## src/hdl/idle_framed_receive_ring_top_assert.svh

```systemverilog
// Assertion macros for the blocks of the idle framed receive ring; ifrr_back includes them.
// Every macro takes a label, the clock and the active-low reset.
`ifndef IDLE_FRAMED_RECEIVE_RING_TOP_ASSERT_SVH
`define IDLE_FRAMED_RECEIVE_RING_TOP_ASSERT_SVH

// The consequent must hold in the same cycle as the antecedent.
`define IFRR_ASSERT_IMPL(label, clk, rst_n, ante, cons, msg) \
  label: assert property (@(posedge clk) disable iff (!rst_n) (ante) |-> (cons)) \
    else $error(msg);

// The consequent must hold in the cycle after the antecedent.
`define IFRR_ASSERT_NEXT(label, clk, rst_n, ante, cons, msg) \
  label: assert property (@(posedge clk) disable iff (!rst_n) (ante) |=> (cons)) \
    else $error(msg);

// The condition must never be true.
`define IFRR_ASSERT_NEVER(label, clk, rst_n, cond, msg) \
  label: assert property (@(posedge clk) disable iff (!rst_n) !(cond)) \
    else $error(msg);

`endif

```

## src/hdl/ifrr_pkg.sv

```systemverilog
package ifrr_pkg;

  localparam int unsigned FRAME_BYTES_DEF = 768;
  localparam int unsigned RING_BYTES_DEF  = 1024;
  localparam int unsigned CMDQ_DEPTH_DEF  = 2;

  localparam int unsigned OPCODE_W = 2;
  localparam int unsigned BYTE_W   = 8;
  localparam int unsigned LIMIT_W  = 11;
  localparam int unsigned STATUS_W = 4;
  localparam int unsigned FLEN_W   = 10;
  localparam int unsigned LEN_W    = 16;

  typedef enum logic [1:0] {
    CMD_STORE,
    CMD_COMMIT,
    CMD_OPEN,
    CMD_READ
  } cmd_kind_e;

  typedef struct packed {
    cmd_kind_e           kind;
    logic [BYTE_W-1:0]   rx_byte;
    logic [LIMIT_W-1:0]  read_limit;
  } cmd_t;

  typedef enum logic [STATUS_W-1:0] {
    ST_STORED       = 4'd0,
    ST_OVERFLOW     = 4'd1,
    ST_COMMITTED    = 4'd2,
    ST_DROPPED      = 4'd3,
    ST_NONE_PENDING = 4'd4,
    ST_OPENED       = 4'd5,
    ST_RING_RESET   = 4'd6,
    ST_DATA         = 4'd7,
    ST_NOTHING_OPEN = 4'd8
  } status_e;

  typedef struct packed {
    logic               done;
    status_e            status;
    logic [BYTE_W-1:0]  data_byte;
    logic [FLEN_W-1:0]  frame_length;
    logic               last_byte;
  } result_t;

endpackage

```

## src/hdl/ifrr_front.sv

```systemverilog
module ifrr_front
  import ifrr_pkg::*;
(
  input  logic                clk_i,
  input  logic                rst_ni,
  input  logic                start_i,
  input  logic [OPCODE_W-1:0] opcode_i,
  input  logic [BYTE_W-1:0]   rx_byte_i,
  input  logic [LIMIT_W-1:0]  read_limit_i,
  output logic                busy_o,
  input  logic                full_i,
  output logic                push_o,
  output cmd_t                cmd_o
);

  localparam logic [OPCODE_W-1:0] OP_RX_BYTE   = 2'd0;
  localparam logic [OPCODE_W-1:0] OP_LINE_IDLE = 2'd1;
  localparam logic [OPCODE_W-1:0] OP_OPEN      = 2'd2;
  localparam logic [OPCODE_W-1:0] OP_READ      = 2'd3;

  logic valid_q, valid_d;
  cmd_t cmd_q, cmd_d;
  cmd_t decoded;
  logic ready;
  logic accept;

  // Fields an operation does not use are zeroed so the back end sees clean requests.
  always_comb begin
    decoded = '0;
    unique case (opcode_i)
      OP_RX_BYTE: begin
        decoded.kind    = CMD_STORE;
        decoded.rx_byte = rx_byte_i;
      end
      OP_LINE_IDLE: begin
        decoded.kind = CMD_COMMIT;
      end
      OP_OPEN: begin
        decoded.kind       = CMD_OPEN;
        decoded.read_limit = read_limit_i;
      end
      OP_READ: begin
        decoded.kind = CMD_READ;
      end
    endcase
  end

  assign ready  = !valid_q || !full_i;
  assign accept = start_i && ready;

  always_comb begin
    valid_d = valid_q;
    cmd_d   = cmd_q;
    if (accept) begin
      valid_d = 1'b1;
      cmd_d   = decoded;
    end else if (valid_q && !full_i) begin
      valid_d = 1'b0;
    end
  end

  always_ff @(posedge clk_i or negedge rst_ni) begin
    if (!rst_ni) begin
      valid_q <= 1'b0;
    end else begin
      valid_q <= valid_d;
    end
  end

  always_ff @(posedge clk_i) begin
    cmd_q <= cmd_d;
  end

  assign busy_o = !ready;
  assign push_o = valid_q;
  assign cmd_o  = cmd_q;

endmodule

```

## config.mk

```make
export PLATFORM = sky130hd
export DESIGN_NAME = ifrr_front
export DESIGN_NICKNAME = d
export VERILOG_FILES = /design/src/hdl/idle_framed_receive_ring_top_assert.svh /design/src/hdl/ifrr_pkg.sv /design/src/hdl/ifrr_front.sv
export SDC_FILE = /design/constraint.sdc
export NUM_CORES = 1
export LEC_CHECK = 0
export ABC_CLOCK_PERIOD_IN_PS = 4270
export BUFFER_PORTS_ARGS = -buffer_cell sky130_fd_sc_hd__buf_2
export CORE_UTILIZATION = 47
export DETAILED_ROUTE_END_ITERATION = 7
export GPL_TIMING_DRIVEN = 0
export PLACE_DENSITY = 0.82
export SLEW_MARGIN = 30
export SYNTH_ARGS = -nofsm -noshare
export SYNTH_HDL_FRONTEND = slang
export SYNTH_SLANG_ARGS = --single-unit
```

## constraint.sdc

```tcl
create_clock -name clk_i -period 4.27 [get_ports clk_i]
set_input_delay 0.2135 -clock clk_i [delete_from_list [all_inputs] [get_ports clk_i]]
set_output_delay 0.2135 -clock clk_i [all_outputs]
set_load 0.02 [all_outputs]
```

Yosys cells after proc, flatten, opt, wreduce, memory -nomap -nowiden --
Cells that the tools add are included.
Word-level totals: output and inout port bits 23, bits in registers 22, input port bits 25
Cells by class: equal/unequal tests 3, muxes and demuxes 3, reduce and logical (&&, ||, !) cells 8
Operator list (number):
- 2-bit one-hot mux with 4 select lines | 1
- 2-bit equality test (second input constant) | 2
- 1-bit logical NOT | 3
- 2-bit by 1-bit equality test with 1-bit output (second input constant) | 1
- 1-bit logical AND | 2
- 2-bit logical NOT | 1
- 1-bit two-way mux | 2
- 2-bit nonzero test | 1
- 1-bit logical OR | 1

Longest topological paths before layout --
word-level depth 4, gate-level depth with buffers 3

Worst setup path before layout --
No wires, ideal clock.
path type reg-to-reg, from register valid_q (netlist: push_o), to register cmd_q (netlist bit cmd_o[0]) (enable), stages on the path, launching flop included 2, slack 1782 ps, data arrival time 2057 ps, setup time 432 ps, required time 3838 ps, cells stage by stage dfrtp_1 > a21boi_0
Between the ends: cells in the longest elaborated chain, start to end 3
Ends and longest elaborated chain:
- from (decl) | line ifrr_front.sv:21 | logic valid_q, valid_d;
- from (signal assigned) | line ifrr_front.sv:66 | valid_q <= valid_d;
- 1-bit logical NOT | line ifrr_front.sv:48 | assign ready = !valid_q || !full_i;
- 1-bit logical OR | line ifrr_front.sv:48
- 1-bit logical AND | line ifrr_front.sv:49 | assign accept = start_i && ready;
- via accept | line ifrr_front.sv:25 | logic accept;
- to (signal assigned) | line ifrr_front.sv:71 | cmd_q <= cmd_d;
- to (decl) | line ifrr_front.sv:22 | cmd_t cmd_q, cmd_d;
The timed path passes the listed nets, and every way through them passes these cells. A chain may end at the register's enable or synchronous reset.

Worst setup path in the final report --
from register valid_q (netlist: push_o), to register cmd_q (netlist bit cmd_o[8]) (enable)
Same word-level chain as after synthesis.

==> summary.txt <==
Clock network
  • Total clock sinks: 22
  • TritonCTS clock tree: done
  • H-tree depth: 1
  • Clock latency on the worst-skew pair: 0.29 ns
  • Root Driver: clkbuf_4
  • Post-CTS Setup Bufs: 0
  • Clk buf depth: 2
  • Clock-pin slew on the worst setup and hold paths: 0.11 ns
  • CTS buffer count: 3

GRT
  • Largest net degree at the start of global routing: 22
  • Antenna violations before repair: 0
  • GRT Overall Usage: 14.40%
  • Grt ovf: 0
  • Vias in the first global route: 453
  • Global-route wire length before repair: 2042 µm

Power
  • Power Dens Cells: 325.8 mW/mm²
  • Leak Pwr: 0.5642 nW
  • Peak VDD IR: 0.0002027 V

Place
  • Hpwl dp: 1113 µm
  • Gp weighted congestion: 0.6051
  • Setup WS pre-CTS: 2.917 ns
  • Port bufs: 45
  • Post-placement cell area: 0.001210 mm²

Worst hold path
  • Worst hold start: opcode_i[0]
  • WHS Path Cells: 1
  • WHS Endpoint: cmd_o[19]
  • Class of the worst hold path: in -> reg

Setup path
  • Max incr delay on CP: 0.57 ns
  • Top delay family on crit path: compound AO/OA/AOI/OAI gates
  • Crit path DAT: 1.31 ns
  • Crit path required time: 4.21 ns
  • WP buf/inv: 0
  • R2R Path Start: push_o
  • R2R depth: 1
  • Flop2flop setup slack: 2.90 ns
  • CP Max Fanout: 21
  • Crit. End Element: register
  • Worst path cell trace: a21boi_4
  • RR Endpoint: cmd_o[8]
  • Worst setup SP type: register
  • Setup CP Type: reg -> reg
  • CP max-delay cell: a21boi_4

Yosys
  • Synthesized area: 942.2 µm²
  • Syn_nets: 75
  • Number of register bits inferred by synthesis: 22
  • Sequential area share after synthesis: 69.59%
  • YS warnings: 0
  • Unique masters post-synth: 12
  • Synthesized netlist cell count: 50
  • Mean Syn Cell Area: 18.84 µm²

Timing
  • Fmax: 0.7300 GHz
  • RSZ-0062 raised after global routing: no
  • Fin. Hold Viols: 0
  • Final setup TNS: 0 ns
  • Max-slew violation count: 0
  • Minimum clock period: 1.370 ns
  • Final period utilization: 32.08%
  • Max_slew headroom: 55.15%
  • Post-route setup slack: 2.900 ns
  • Setup violations, final: 0
  • Setup Skew: 0.001542 ns
  • Worst slew pin tran: 0.6710 ns

Die
  • Row count: 15
  • Top Ports: 48
  • Die area: 0.002187 mm²
  • Die Ht: 46.77 µm
  • Core area: 0.001802 mm²
  • Die W: 46.77 µm
  • Initial Util: 52.29%

Drt
  • # DRC: 0
  • Final ANT Viol Nets: 0
  • Total number of vias: 570
  • Drt total wl: 1461 µm
  • DR WL/cell: 11.69 µm
  • DRT iter0 DRCs: 7
  • DR vias/cell: 4.560
  • Drt pass-1 iters: 4

Cells and area
  • Area growth, synth to finish: 32.27%
  • Commonest non-fill, non-tap cell in the layout: buf_2
  • Most frequent cells in the layout: buf_2, edfxtp_1, and3b_2, nor3b_2, clkbuf_4
  • Layout Nets: 126
  • Ant diodes: 0
  • Final Cell Area: 0.001246 mm²
  • Layout cells sized above 1: 70.00%

Run
  • Max cap viols: 0

Outcome
  • Outcome: complete, no violations
-- power breakdown --
part | switching, W | leakage, nW | internal [W]
Combinational | 0.0000347 | 0.330 | 0.0000285
Clock | 0.0000566 | 0.0154 | 0.0000340
Sequential | 0.00000278 | 0.219 | 0.000250
Total | 0.0000941 | 0.564 | 0.000312
-- final cells by class --
class	count	area (µm²)
Sequential cell	22	655.6
Clock inverter	1	3.754
Tap cell	25	31.28
Buffer	6	57.56
Timing Repair Buffer	46	235.2
Clock buffer	3	22.52
Multi-Input combinational cell	22	240.2
Fill cell	155	555.5
-- synth_stat cells, drive strengths merged --
cell type   n  area share [%]
a21boi      1            0.80
and3b      11              11
nor3b       8              11
edfxtp     21              67
clkbuf      2            0.80
dfrtp       1             2.7
a21o        1            0.80
and2        1            0.66
buf         4             5.3
-- metrics by stage --
step           util, %  hold slack [ns]  power (W)  std cells
6_report         69.17          0.07753  0.0004061        125
5_1_grt          69.17          0.06289  0.0004234        125
4_1_cts          69.17          0.07295  0.0004092        125
3_5_place_dp     67.15        -0.003839  0.0003203        120
3_3_place_gp     66.53         -0.01124  0.0003177        120
2_1_floorplan        -         -0.08209  0.0002964         50
-- sequential cells by signal (all words and copies together) (netlist names) --
name and cells:
cmd_o 21, push_o 1
-- worst max path at each step --
stage	start	end	slack, ns	depth (start not counted)
floorplan	push_o	cmd_o[0]	1.78	1
global placement	push_o	cmd_o[18]	1.47	1
detailed placement	push_o	cmd_o[16]	2.92	1
CTS	push_o	cmd_o[16]	2.90	1
global route	push_o	cmd_o[0]	2.85	1
finish	push_o	cmd_o[8]	2.90	1
-- what timing repair did --
action                    in CTS  in global routing
gates resized for setup        0                  0
hold buffers                   1                  0
hold endpoints to repair       1                  0
-- metal layers --
layer	GRT usage [%]	vias to the layer above	routed length (µm)
met2	24.72	18	812
met4	10.29	0	36
met3	2.308	4	59
met5	0	-	0
li1	-	288	-
met1	16.24	260	553
-- cells by family after synthesis --
group	after synthesis	synth area share, %
AOI/OAI and AO/OA	2	1.594
buffers and inverters	6	6.109
and+or+nand+nor	20	22.71
DFF	22	69.59
Note: power is estimated with default switching activity, not from simulation.
