File: config.mk
export PLATFORM = sky130hd
export DESIGN_NAME = ifrr_cmdq
export DESIGN_NICKNAME = d
export VERILOG_FILES = /design/src/hdl/idle_framed_receive_ring_top_assert.svh /design/src/hdl/ifrr_pkg.sv /design/src/hdl/ifrr_cmdq.sv
export SDC_FILE = /design/constraint.sdc
export NUM_CORES = 1
export LEC_CHECK = 0
export ABC_CLOCK_PERIOD_IN_PS = 2300
export BUFFER_PORTS_ARGS = -buffer_cell sky130_fd_sc_hd__buf_2
export CORE_MARGIN = 3
export CORE_UTILIZATION = 50
export CTS_BUF_LIST = sky130_fd_sc_hd__clkbuf_2 sky130_fd_sc_hd__clkbuf_4 sky130_fd_sc_hd__clkbuf_8
export CTS_CLUSTER_DIAMETER = 100
export DETAILED_ROUTE_END_ITERATION = 6
export GPL_TIMING_DRIVEN = 0
export PLACE_DENSITY = 0.84
export RECOVER_POWER = 100
export SLEW_MARGIN = 20
export SYNTH_ARGS = -nofsm -noshare
export SYNTH_HDL_FRONTEND = slang
export SYNTH_SLANG_ARGS = --single-unit
File: constraint.sdc
create_clock -name clk_i -period 2.3 [get_ports clk_i]
set_input_delay 0.345 -clock clk_i [delete_from_list [all_inputs] [get_ports clk_i]]
set_output_delay 0.345 -clock clk_i [all_outputs]
set_load 0.01 [all_outputs]
File: src/hdl/idle_framed_receive_ring_top_assert.svh
// Assertion macros for the blocks of the idle framed receive ring; ifrr_back includes them.
// Every macro takes a label, the clock and the active-low reset.
`ifndef IDLE_FRAMED_RECEIVE_RING_TOP_ASSERT_SVH
`define IDLE_FRAMED_RECEIVE_RING_TOP_ASSERT_SVH

// The consequent must hold in the same cycle as the antecedent.
`define IFRR_ASSERT_IMPL(label, clk, rst_n, ante, cons, msg) \
  label: assert property (@(posedge clk) disable iff (!rst_n) (ante) |-> (cons)) \
    else $error(msg);

// The consequent must hold in the cycle after the antecedent.
`define IFRR_ASSERT_NEXT(label, clk, rst_n, ante, cons, msg) \
  label: assert property (@(posedge clk) disable iff (!rst_n) (ante) |=> (cons)) \
    else $error(msg);

// The condition must never be true.
`define IFRR_ASSERT_NEVER(label, clk, rst_n, cond, msg) \
  label: assert property (@(posedge clk) disable iff (!rst_n) !(cond)) \
    else $error(msg);

`endif

File: src/hdl/ifrr_pkg.sv
package ifrr_pkg;

  localparam int unsigned FRAME_BYTES_DEF = 768;
  localparam int unsigned RING_BYTES_DEF  = 1024;
  localparam int unsigned CMDQ_DEPTH_DEF  = 2;

  localparam int unsigned OPCODE_W = 2;
  localparam int unsigned BYTE_W   = 8;
  localparam int unsigned LIMIT_W  = 11;
  localparam int unsigned STATUS_W = 4;
  localparam int unsigned FLEN_W   = 10;
  localparam int unsigned LEN_W    = 16;

  typedef enum logic [1:0] {
    CMD_STORE,
    CMD_COMMIT,
    CMD_OPEN,
    CMD_READ
  } cmd_kind_e;

  typedef struct packed {
    cmd_kind_e           kind;
    logic [BYTE_W-1:0]   rx_byte;
    logic [LIMIT_W-1:0]  read_limit;
  } cmd_t;

  typedef enum logic [STATUS_W-1:0] {
    ST_STORED       = 4'd0,
    ST_OVERFLOW     = 4'd1,
    ST_COMMITTED    = 4'd2,
    ST_DROPPED      = 4'd3,
    ST_NONE_PENDING = 4'd4,
    ST_OPENED       = 4'd5,
    ST_RING_RESET   = 4'd6,
    ST_DATA         = 4'd7,
    ST_NOTHING_OPEN = 4'd8
  } status_e;

  typedef struct packed {
    logic               done;
    status_e            status;
    logic [BYTE_W-1:0]  data_byte;
    logic [FLEN_W-1:0]  frame_length;
    logic               last_byte;
  } result_t;

endpackage

File: src/hdl/ifrr_cmdq.sv
module ifrr_cmdq
  import ifrr_pkg::*;
#(
  parameter int unsigned DEPTH = CMDQ_DEPTH_DEF
) (
  input  logic clk_i,
  input  logic rst_ni,
  input  logic push_i,
  input  cmd_t cmd_i,
  output logic full_o,
  input  logic pop_i,
  output logic empty_o,
  output cmd_t cmd_o
);

  localparam int unsigned PW = (DEPTH > 1) ? $clog2(DEPTH) : 1;
  localparam int unsigned CW = $clog2(DEPTH + 1);

  cmd_t            entries_q [DEPTH];
  logic [PW-1:0]   wr_ptr_q, wr_ptr_d;
  logic [PW-1:0]   rd_ptr_q, rd_ptr_d;
  logic [CW-1:0]   count_q, count_d;
  logic            do_push, do_pop;

  function automatic logic [PW-1:0] ptr_inc(input logic [PW-1:0] p);
    return (p == PW'(DEPTH - 1)) ? '0 : p + 1'b1;
  endfunction

  assign full_o  = (count_q == CW'(DEPTH));
  assign empty_o = (count_q == '0);
  assign do_push = push_i && !full_o;
  assign do_pop  = pop_i && !empty_o;
  assign cmd_o   = entries_q[rd_ptr_q];

  always_comb begin
    wr_ptr_d = do_push ? ptr_inc(wr_ptr_q) : wr_ptr_q;
    rd_ptr_d = do_pop ? ptr_inc(rd_ptr_q) : rd_ptr_q;
    count_d  = count_q;
    if (do_push && !do_pop) begin
      count_d = count_q + 1'b1;
    end else if (do_pop && !do_push) begin
      count_d = count_q - 1'b1;
    end
  end

  always_ff @(posedge clk_i or negedge rst_ni) begin
    if (!rst_ni) begin
      wr_ptr_q <= '0;
      rd_ptr_q <= '0;
      count_q  <= '0;
    end else begin
      wr_ptr_q <= wr_ptr_d;
      rd_ptr_q <= rd_ptr_d;
      count_q  <= count_d;
    end
  end

  always_ff @(posedge clk_i) begin
    if (do_push) begin
      entries_q[wr_ptr_q] <= cmd_i;
    end
  end

endmodule

After elaboration in Yosys (flattened, before gate mapping)
Memory sizes are Yosys's and may differ from the RTL's.
Index checks and enable logic that the tools add are counted.

cells by class
  equal/unequal tests = 1
  mux-type cells = 6
  add/subtract/negate cells = 4
  reductions and logical operators = 10

operator list
  kind                   count
  $logic_and A1 B1 Y1    4
  $logic_not A1 Y1       4
  $mux W1                4
  $mux W2                2
  $add A1 B1 Y1 const B  2
  $add A2 B1 Y2 const B  1
  $eq A2 B2 Y1 const B   1
  $logic_not A2 Y1       1
  $reduce_bool A2 Y1     1
  $sub A2 B1 Y2 const B  1

storage, ports and cells
  output and inout bits = 23
  register bits = 4
  bits of input ports = 25
  logic and storage cells = 25
  memories = 1
  memory bits (writable) = 42

memories
  name       words  bits a word  read ports  clocked after Yosys merged registers in  write ports  line             source
  entries_q  2      21           1           0                                        1            ifrr_cmdq.sv:19  cmd_t entries_q [DEPTH];

Logic depth before layout (Yosys ltp)
Gate-level depths: netlist of the first run.

  word-level depth = 7
  depth in mapped cells = 7

Worst setup path after synthesis of the first run
No wires, ideal clock.

  path type = reg-to-reg
  start point = register count_q[0]
  end point = memory entries_q[0][0] in the netlist's numbering, enable pin
  setup time = 0.399 ns
  data required time = 1.901 ns
  slack = 0.342 ns
  arrival time = 1.559 ns
  path buffers = 0
  cell stages (with the launch flop) = 4
  clock period less this slack = 1.958 ns
  path through = dfrtp_1 > nand2b_1 > nand2_2 > nor2_1

between the ends
  cells in the longest elaborated chain, start to end = 5

ends and longest elaborated chain
  element                        line             source
  from (decl)                    ifrr_cmdq.sv:22  logic [CW-1:0] count_q, count_d;
  from (signal assigned)         ifrr_cmdq.sv:54  count_q <= count_d;
  $eq A2 B2 Y1                   ifrr_cmdq.sv:29  assign full_o = (count_q == CW'(DEPTH));
  $logic_not A1 Y1               ifrr_cmdq.sv:31  assign do_push = push_i && !full_o;
  $logic_and A1 B1 Y1            ifrr_cmdq.sv:31
  $mux W1                        ifrr_cmdq.sv:59  if (do_push) begin
  $mux W1 (not written as such)  ifrr_cmdq.sv:60  entries_q[wr_ptr_q] <= cmd_i;
  to (decl)                      ifrr_cmdq.sv:19

Every way passes these cells.

==> metrics.md, run 1 <==
| Metric | Value |
|---|---|
| GPL Wtd Cong | `0.744` |
| Hold Crit Class | `in -> reg` |
| Relative slew margins | `0.338` |
| DRC | `0` |
| Vias in the first global route | `912` |
| Initial antenna violation count | `0` |
| Gr usage total | `0.132` |
| Clk_skew | `0.0153 ns` |
| Area growth, synth to finish | `15.4%` |
| FP Rows | `21` |
| Die Y | `66.0 microns` |
| Final setup TNS | `0 ns` |
| Slew @ Worst Pin | `0.994 ns` |
| Share of cells above drive strength 1 | `0.333` |
| Setup-failing EPs final | `0` |
| Peak supply drop | `0.808 mV` |
| Die W | `around 66 microns` |
| Max H-tree Level | `2` |
| Synthesized netlist cell count | `84` |
| Synth unique cells | `15` |
| Max cap viols | `0` |
| 1st-pass router iterations | `4` |
| Crit Path Class | `reg -> out` |
| Worst path arrival time | `1.56 ns` |
| Clk Latency, worst-skew pair | `0.34 ns` |
| Dpl hpwl | `1840 microns` |
| Min cycle time layout | `1.91 ns` |
| Combinational power share | `0.338` |
| Worst hold start | `cmd_i[9]` |
| Cell Int Power | `1.64 mW` |
| Port bufs | `47` |
| Syn Nets | `110` |
| CORE AREA | `3390 sq um` |
| Clk pin slew, worst setup/hold paths | `0.13 ns` |
| # diodes | `0` |
| Clk buf depth | `2` |
| Hold Path Depth | `1` |
| Largest net degree at the start of global routing | `22` |
| Slew Viols, Final | `0` |
| Post-CTS Setup Bufs | `0` |
| Reg2reg setup slack | `0.40 ns` |
| Root buf cell | `clkbuf_4` |
| Unrepaired setup endpoints after global routing | `false` |
| Worst-path fanout max | `10` |
| Yosys reg bits | `46` |
| FF-to-FF path depth | `4` |
| Period utilization | `0.829` |
| Final Total Pwr | `2.38 mW` |
| Total clock sinks | `46` |
| Routed len/inst | `13.9 microns` |
| RR Endpoint | `entries_q[0][16]` |
| Synthesized area per cell | `21.4 sq um` |
| PD cells | `1150 nW/um^2` |
| Worst flop-to-flop path startpoint | `count_q[0]` |
| IO Pins | `48` |
| Post-synthesis sequential area ratio | `0.757` |
| WP data required | `1.96 ns` |
| DRT antenna net count | `0` |
| Post-CTS Resized | `0` |
| Fmax | `between 0.5 and 0.6 GHz` |
| First-pass GRT wire length | `4100 microns` |
| Net Switching | `745 uW` |
| Commonest non-fill, non-tap cells in the layout | `42 x edfxtp_1, 34 x buf_2, 19 x mux2_1, 13 x clkbuf_1, 6 x clkbuf_4` |
| CTS buffer count | `5` |
| Nature of the critical path startpoint | `flop` |
| Full die area | `4350 sq um` |
| Via Count | `910` |
| GR Overflow Total | `0` |
| Sequential Power Share | `0.516` |
| CP endpoint kind | `output pin` |
| Final Hold Vio Count | `0` |
| Initial Util | `0.530` |
| Leak | `0.794 nW` |
| Yosys warns | `0` |
| Fraction of power spent switching nets | `0.312` |
| Nets | `166` |
| Post-Route WL | `around 2600 microns` |
| Starting DRC count in detailed routing | `27` |
| Worst hold endpoint | `entries_q[1][9]` |
| Syn Std Cell Area | `~1800 sq um` |
| CTS tree | `yes` |
| Clock share of power | `0.146` |
| Via density | `4.87` |
| Outcome | `finished clean` |
| Commonest non-fill, non-tap cell in the layout | `edfxtp_1` |
==> timing repair <==
item                                    CTS  global route
endpoints found under the hold margin     4             0
endpoints found under the setup margin    0             0
hold buffers                              1             0
==> critical path, cell delays in order, from the launching register on <==
cell and delay, ns:
dfrtp_1 0.42, clkbuf_2 0.30, mux2_1 0.37, buf_2 0.14
==> cell type report <==
class / count / area [sq um]
tap: 46 / 57.6
multi-input combinational: 34 / 340
sequential: 46 / 1360
clock buffer: 6 / 45.0
inverter: 2 / 7.51
fill: 267 / 1320
buffer: 2 / 10.0
clock inverter: 2 / 8.76
timing repair buffer: 49 / 244
==> metal layers <==
metal	track usage	vias to the layer above	part of all wire
li1	-	430	-
met1	0.157	436	0.42
met2	0.215	37	0.48
met3	0.0459	7	0.090
met4	0.0609	0	0.017
met5	0	-	0
==> through the flow <==
step / hold WS (ns) / std cells / area [sq um] / setup WS, ns / utilization
after detailed placement: 0.155 / 178 / 2110 / 0.428 / 0.622
final: 0.178 / 187 / 2070 / 0.392 / 0.612
after CTS: 0.168 / 187 / 2170 / 0.417 / 0.641
after floorplan: 0.0494 / 84 / 1800 / 0.342 / -
after global placement: 0.150 / 177 / 2090 / -0.103 / 0.617
after global routing: 0.163 / 187 / 2070 / 0.249 / 0.612
==> synth_stat cells <==
cell type  count  share of area
xor2_1         2         0.0097
buf_6          2          0.013
nand2_2        1         0.0035
o21ai_1        1         0.0028
edfxtp_1      42           0.70
nand2b_1       1         0.0035
mux2_4        19           0.16
xnor2_2        1         0.0090
mux2_1         2          0.013
inv_1          2         0.0042
nor2_1         3         0.0063
and3_1         1         0.0035
ha_1           1         0.0070
dfrtp_1        4          0.056
xnor2_1        2         0.0097
==> how the worst max path moves through the flow <==
stage / to / slack (ns) / depth (start not counted) / startpoint
finish: cmd_o[14] / 0.39 / 3 / rd_ptr_q
floorplan: entries_q[0][0] / 0.34 / 3 / count_q[0]
global route: entries_q[0][16] / 0.25 / 4 / count_q[0]
global placement: entries_q[0][9] / -0.10 / 3 / count_q[0]
CTS: entries_q[1][16] / 0.42 / 2 / count_q[0]
detailed placement: entries_q[1][9] / 0.43 / 2 / count_q[0]
==> power groups by stage <==
stage / Clock [mW] / Sequential (mW) / Combinational (mW)
3_3_place_gp: 0 / 1.25 / 0.948
5_1_grt: 0.387 / 1.26 / 0.888
2_1_floorplan: 0 / 1.24 / 0.694
4_1_cts: 0.355 / 1.24 / 1.00
3_5_place_dp: 0 / 1.26 / 0.998
6_report: 0.348 / 1.23 / 0.806
==> flip-flops by register name, summed over array words and instances (netlist names) <==
register,cells
rd_ptr_q,1
wr_ptr_q,1
entries_q,42
count_q,2
==> kinds of logic (layout without fill, tap and decap cells) <==
group	count (synthesis)	after routing	share of synthesized area
multiplexers	21	21	0.171
AO/OA/AOI/OAI	1	1	0.00278
adder cells (fa/ha/maj)	1	1	0.00696
XOR/XNOR	5	5	0.0285
buffers and inverters	4	61	0.0167
AND/OR/NAND/NOR	6	6	0.0167
flip-flops	46	46	0.757
Power figures use the tool's default switching activity.
==> run 2, diff against run 1 <==
--- a/config.mk
+++ b/config.mk
@@ -5,7 +5,7 @@
 export SDC_FILE = /design/constraint.sdc
 export NUM_CORES = 1
 export LEC_CHECK = 0
-export ABC_CLOCK_PERIOD_IN_PS = 2300
+export ABC_CLOCK_PERIOD_IN_PS = 1800
 export BUFFER_PORTS_ARGS = -buffer_cell sky130_fd_sc_hd__buf_2
 export CORE_MARGIN = 3
 export CORE_UTILIZATION = 50
==> constraint.sdc (replaced) <==
create_clock -name clk_i -period 1.8 [get_ports clk_i]
set_input_delay 0.27 -clock clk_i [delete_from_list [all_inputs] [get_ports clk_i]]
set_output_delay 0.27 -clock clk_i [all_outputs]
set_load 0.01 [all_outputs]
==> run 2 against run 1 <==
  * Cell area up 3.1%
  * Clock skew down 0.0060 ns
  * Sequential share of layout area down 1.9 points
  * Count of clock-buffer cells in the layout unchanged
  * Non-clock buffer count down 1
  * Via count down 3.0%
  * Clock power up 31%
  * Register-to-register slack worse by 0.24 ns
  * Critical path depth unchanged
  * Worst setup slack worse by 0.27 ns
  * Sequential cell count unchanged
  * Sequential power up 29%
  * Critical path type unchanged
  * Largest power group unchanged
  * Highest routed layer unchanged
==> metrics.md, run 2 (synthesized netlist as in run 1, its figures left out) <==
| Metric | Value |
|---|---|
| Largest register FFs | `42 (unchanged)` |
| Worst hold start | `cmd_i[14]` |
| Initial Util | `0.530 (unchanged)` |
| CP peak stage delay | `0.43 ns (about the same)` |
| Die Y | `66.0 microns (unchanged)` |
| Reg2reg setup slack | `0.16 ns (-0.24 ns)` |
| Share of cells above drive strength 1 | `0.421 (+0.0881)` |
| Via density | `4.75 (-2.4%)` |
| DRT antenna net count | `0 (unchanged)` |
| Post-Route WL | `2630 microns (+1.4%)` |
| Unrepaired setup endpoints after global routing | `false` |
| Initial antenna violation count | `0 (unchanged)` |
| Post-Place Cells | `177 (-0.56%)` |
| Vias in the first global route | `931 (+2.1%)` |
| Root buf cell | `clkbuf_4` |
| Final Hold Vio Count | `0 (unchanged)` |
| Min cycle time layout | `1.68 ns` |
| CP Cell Sequence | `buf_6 > mux2_4 > clkbuf_2` |
| IO Pins | `48 (unchanged)` |
| Outcome | `finished clean` |
| Worst flop-to-flop path startpoint | `count_q[0]` |
| Period utilization | `0.935` |
| Final Total Pwr | `3.26 mW (+37%)` |
| DRC | `0 (unchanged)` |
| Fillers | `264 (-1.1%)` |
| Max H-tree Level | `2 (unchanged)` |
| Hold Crit Class | `in -> reg` |
| Clk Latency, worst-skew pair | `0.34 ns (about the same)` |
| Via Count | `883 (-3.0%)` |
| Gr usage total | `0.137 (+0.00517)` |
| Full die area | `4350 sq um (unchanged)` |
| FP Rows | `21 (unchanged)` |
| Slew @ Worst Pin | `0.629 ns (-0.364 ns)` |
| RR Endpoint | `entries_q[0][20]` |
| CORE AREA | `3390 sq um (unchanged)` |
| CP endpoint kind | `output pin` |
| WP data required | `1.53 ns (-0.43 ns)` |
| Clk buf depth | `2 (unchanged)` |
| Clk pin slew, worst setup/hold paths | `0.12 ns (about the same)` |
| Port bufs | `47 (unchanged)` |
| Dpl hpwl | `1840 microns (+0.26%)` |
| Post-CTS Setup Bufs | `0 (unchanged)` |
| 1st-pass router iterations | `2 (-2)` |
| Commonest non-fill, non-tap cells in the layout | `42 x edfxtp_1, 21 x clkbuf_1, 19 x mux2_4, 13 x buf_2, 13 x clkbuf_2` |
| FF-to-FF path depth | `3 (-1)` |
| Buffers & Inverters on Critical Path | `2 (unchanged)` |
| Clk_skew | `0.00931 ns (-0.00603 ns)` |
| Nets | `165 (-0.60%)` |
| Worst hold endpoint | `entries_q[1][14]` |
| Max cap viols | `0 (unchanged)` |
| Nature of the critical path startpoint | `flop` |
| Leak | `0.842 nW (+6.0%)` |
| Worst-path fanout max | `10 (unchanged)` |
| CTS tree | `yes` |
| Top Registers | `entries_q x42, count_q x2` |
| Slowest stage cell, crit path | `dfrtp_2` |
| Die W | `66.0 microns (unchanged)` |
| GPL Wtd Cong | `0.696 (-6.4%)` |
| # diodes | `0 (unchanged)` |
| Fmax | `0.594 GHz` |
| Commonest non-fill, non-tap cell in the layout | `edfxtp_1` |
| Routed len/inst | `14.1 microns (+2.0%)` |
| First-pass GRT wire length | `4200 microns (+2.4%)` |
| CP top delay family | `flip-flops` |
| Peak supply drop | `0.970 mV (+20%)` |
| Worst path arrival time | `1.41 ns (-0.15 ns)` |
| Total clock sinks | `46 (unchanged)` |
| Area growth, synth to finish | `18.9%` |
| GR Overflow Total | `0 (unchanged)` |
| Crit Path Class | `reg -> out` |
| PD cells | `1520 nW/um^2 (+33%)` |
| Finished Layout Cells | `186 (-0.53%)` |
| Setup-failing EPs final | `0 (unchanged)` |
| Slew Viols, Final | `0 (unchanged)` |
| CTS buffer count | `5 (unchanged)` |
| Starting DRC count in detailed routing | `36 (+33%)` |
| Largest net degree at the start of global routing | `22 (unchanged)` |
| Relative slew margins | `0.579 (+0.242)` |
| Hold Path Depth | `1 (unchanged)` |
| Largest reg by FF count | `entries_q` |
-- run 2: cell count changes in the layout (fill, tap and decap cells not counted), sizes merged --
cell	before	now
buf	35	15
clkbuf	21	40
-- run 2: timing repair --
item | 4_1_cts | 5_1_grt
endpoints found under the setup margin | 42 | 19
hold endpoints to repair | 4 | 0
resized for setup | 2 | 1
hold buffers | 1 | 0
-- run 2: stage by stage --
step | util | hold slack [ns] | cell area (sq um) | setup WS, ns | setup TNS, ns
finish | 0.631 | 0.104 | 2140 | 0.118 | 0
global route | 0.631 | 0.0699 | 2140 | 0.0292 | 0
CTS | 0.638 | 0.0803 | 2160 | 0.0387 | 0
detailed placement | 0.618 | 0.0797 | 2090 | -0.179 | -5.18
global placement | 0.618 | 0.0752 | 2090 | -0.0895 | -1.87
floorplan | - | -0.0256 | 1800 | 0.187 | 0
-- run 2: final cells by class --
| type | count | area, sq um | share of cell area |
|---|---|---|---|
| Sequential cell | 46 | 1360 | 0.637 |
| Tap cell | 46 | 57.6 | 0.0269 |
| Clock inverter | 2 | 8.76 | 0.00410 |
| Multi-Input combinational cell | 34 | 415 | 0.194 |
| Inverter | 2 | 7.51 | 0.00351 |
| Buffer | 2 | 22.5 | 0.0105 |
| Clock buffer | 6 | 45.0 | 0.0211 |
| Timing Repair Buffer | 48 | 219 | 0.102 |
-- run 2: power breakdown --
group / switching [mW] / internal [mW] / total (mW)
combinational: 0.598 / 0.617 / 1.21
sequential: 0.116 / 1.47 / 1.59
clock: 0.293 / 0.162 / 0.455
total: 1.01 / 2.25 / 3.26
-- run 2: how the worst max path moves through the flow --
stage | startpoint | end | slack [ns] | cells past startpoint
final | rd_ptr_q | cmd_o[11] | 0.12 | 3
after global routing | rd_ptr_q | cmd_o[7] | 0.03 | 3
after CTS | rd_ptr_q | cmd_o[11] | 0.04 | 3
after detailed placement | count_q[0] | entries_q[0][9] | -0.18 | 3
after global placement | count_q[0] | entries_q[0][18] | -0.09 | 3
after floorplan | count_q[0] | entries_q[0][0] | 0.19 | 3
-- run 2: routing by layer --
metal | GRT usage | routed length (microns) | vias to the layer above
li1 | - | - | 428
met2 | 0.239 | 1420 | 35
met5 | 0 | 0 | -
met3 | 0.0595 | 244 | 5
met4 | 0.0533 | 42 | 0
met1 | 0.145 | 925 | 415
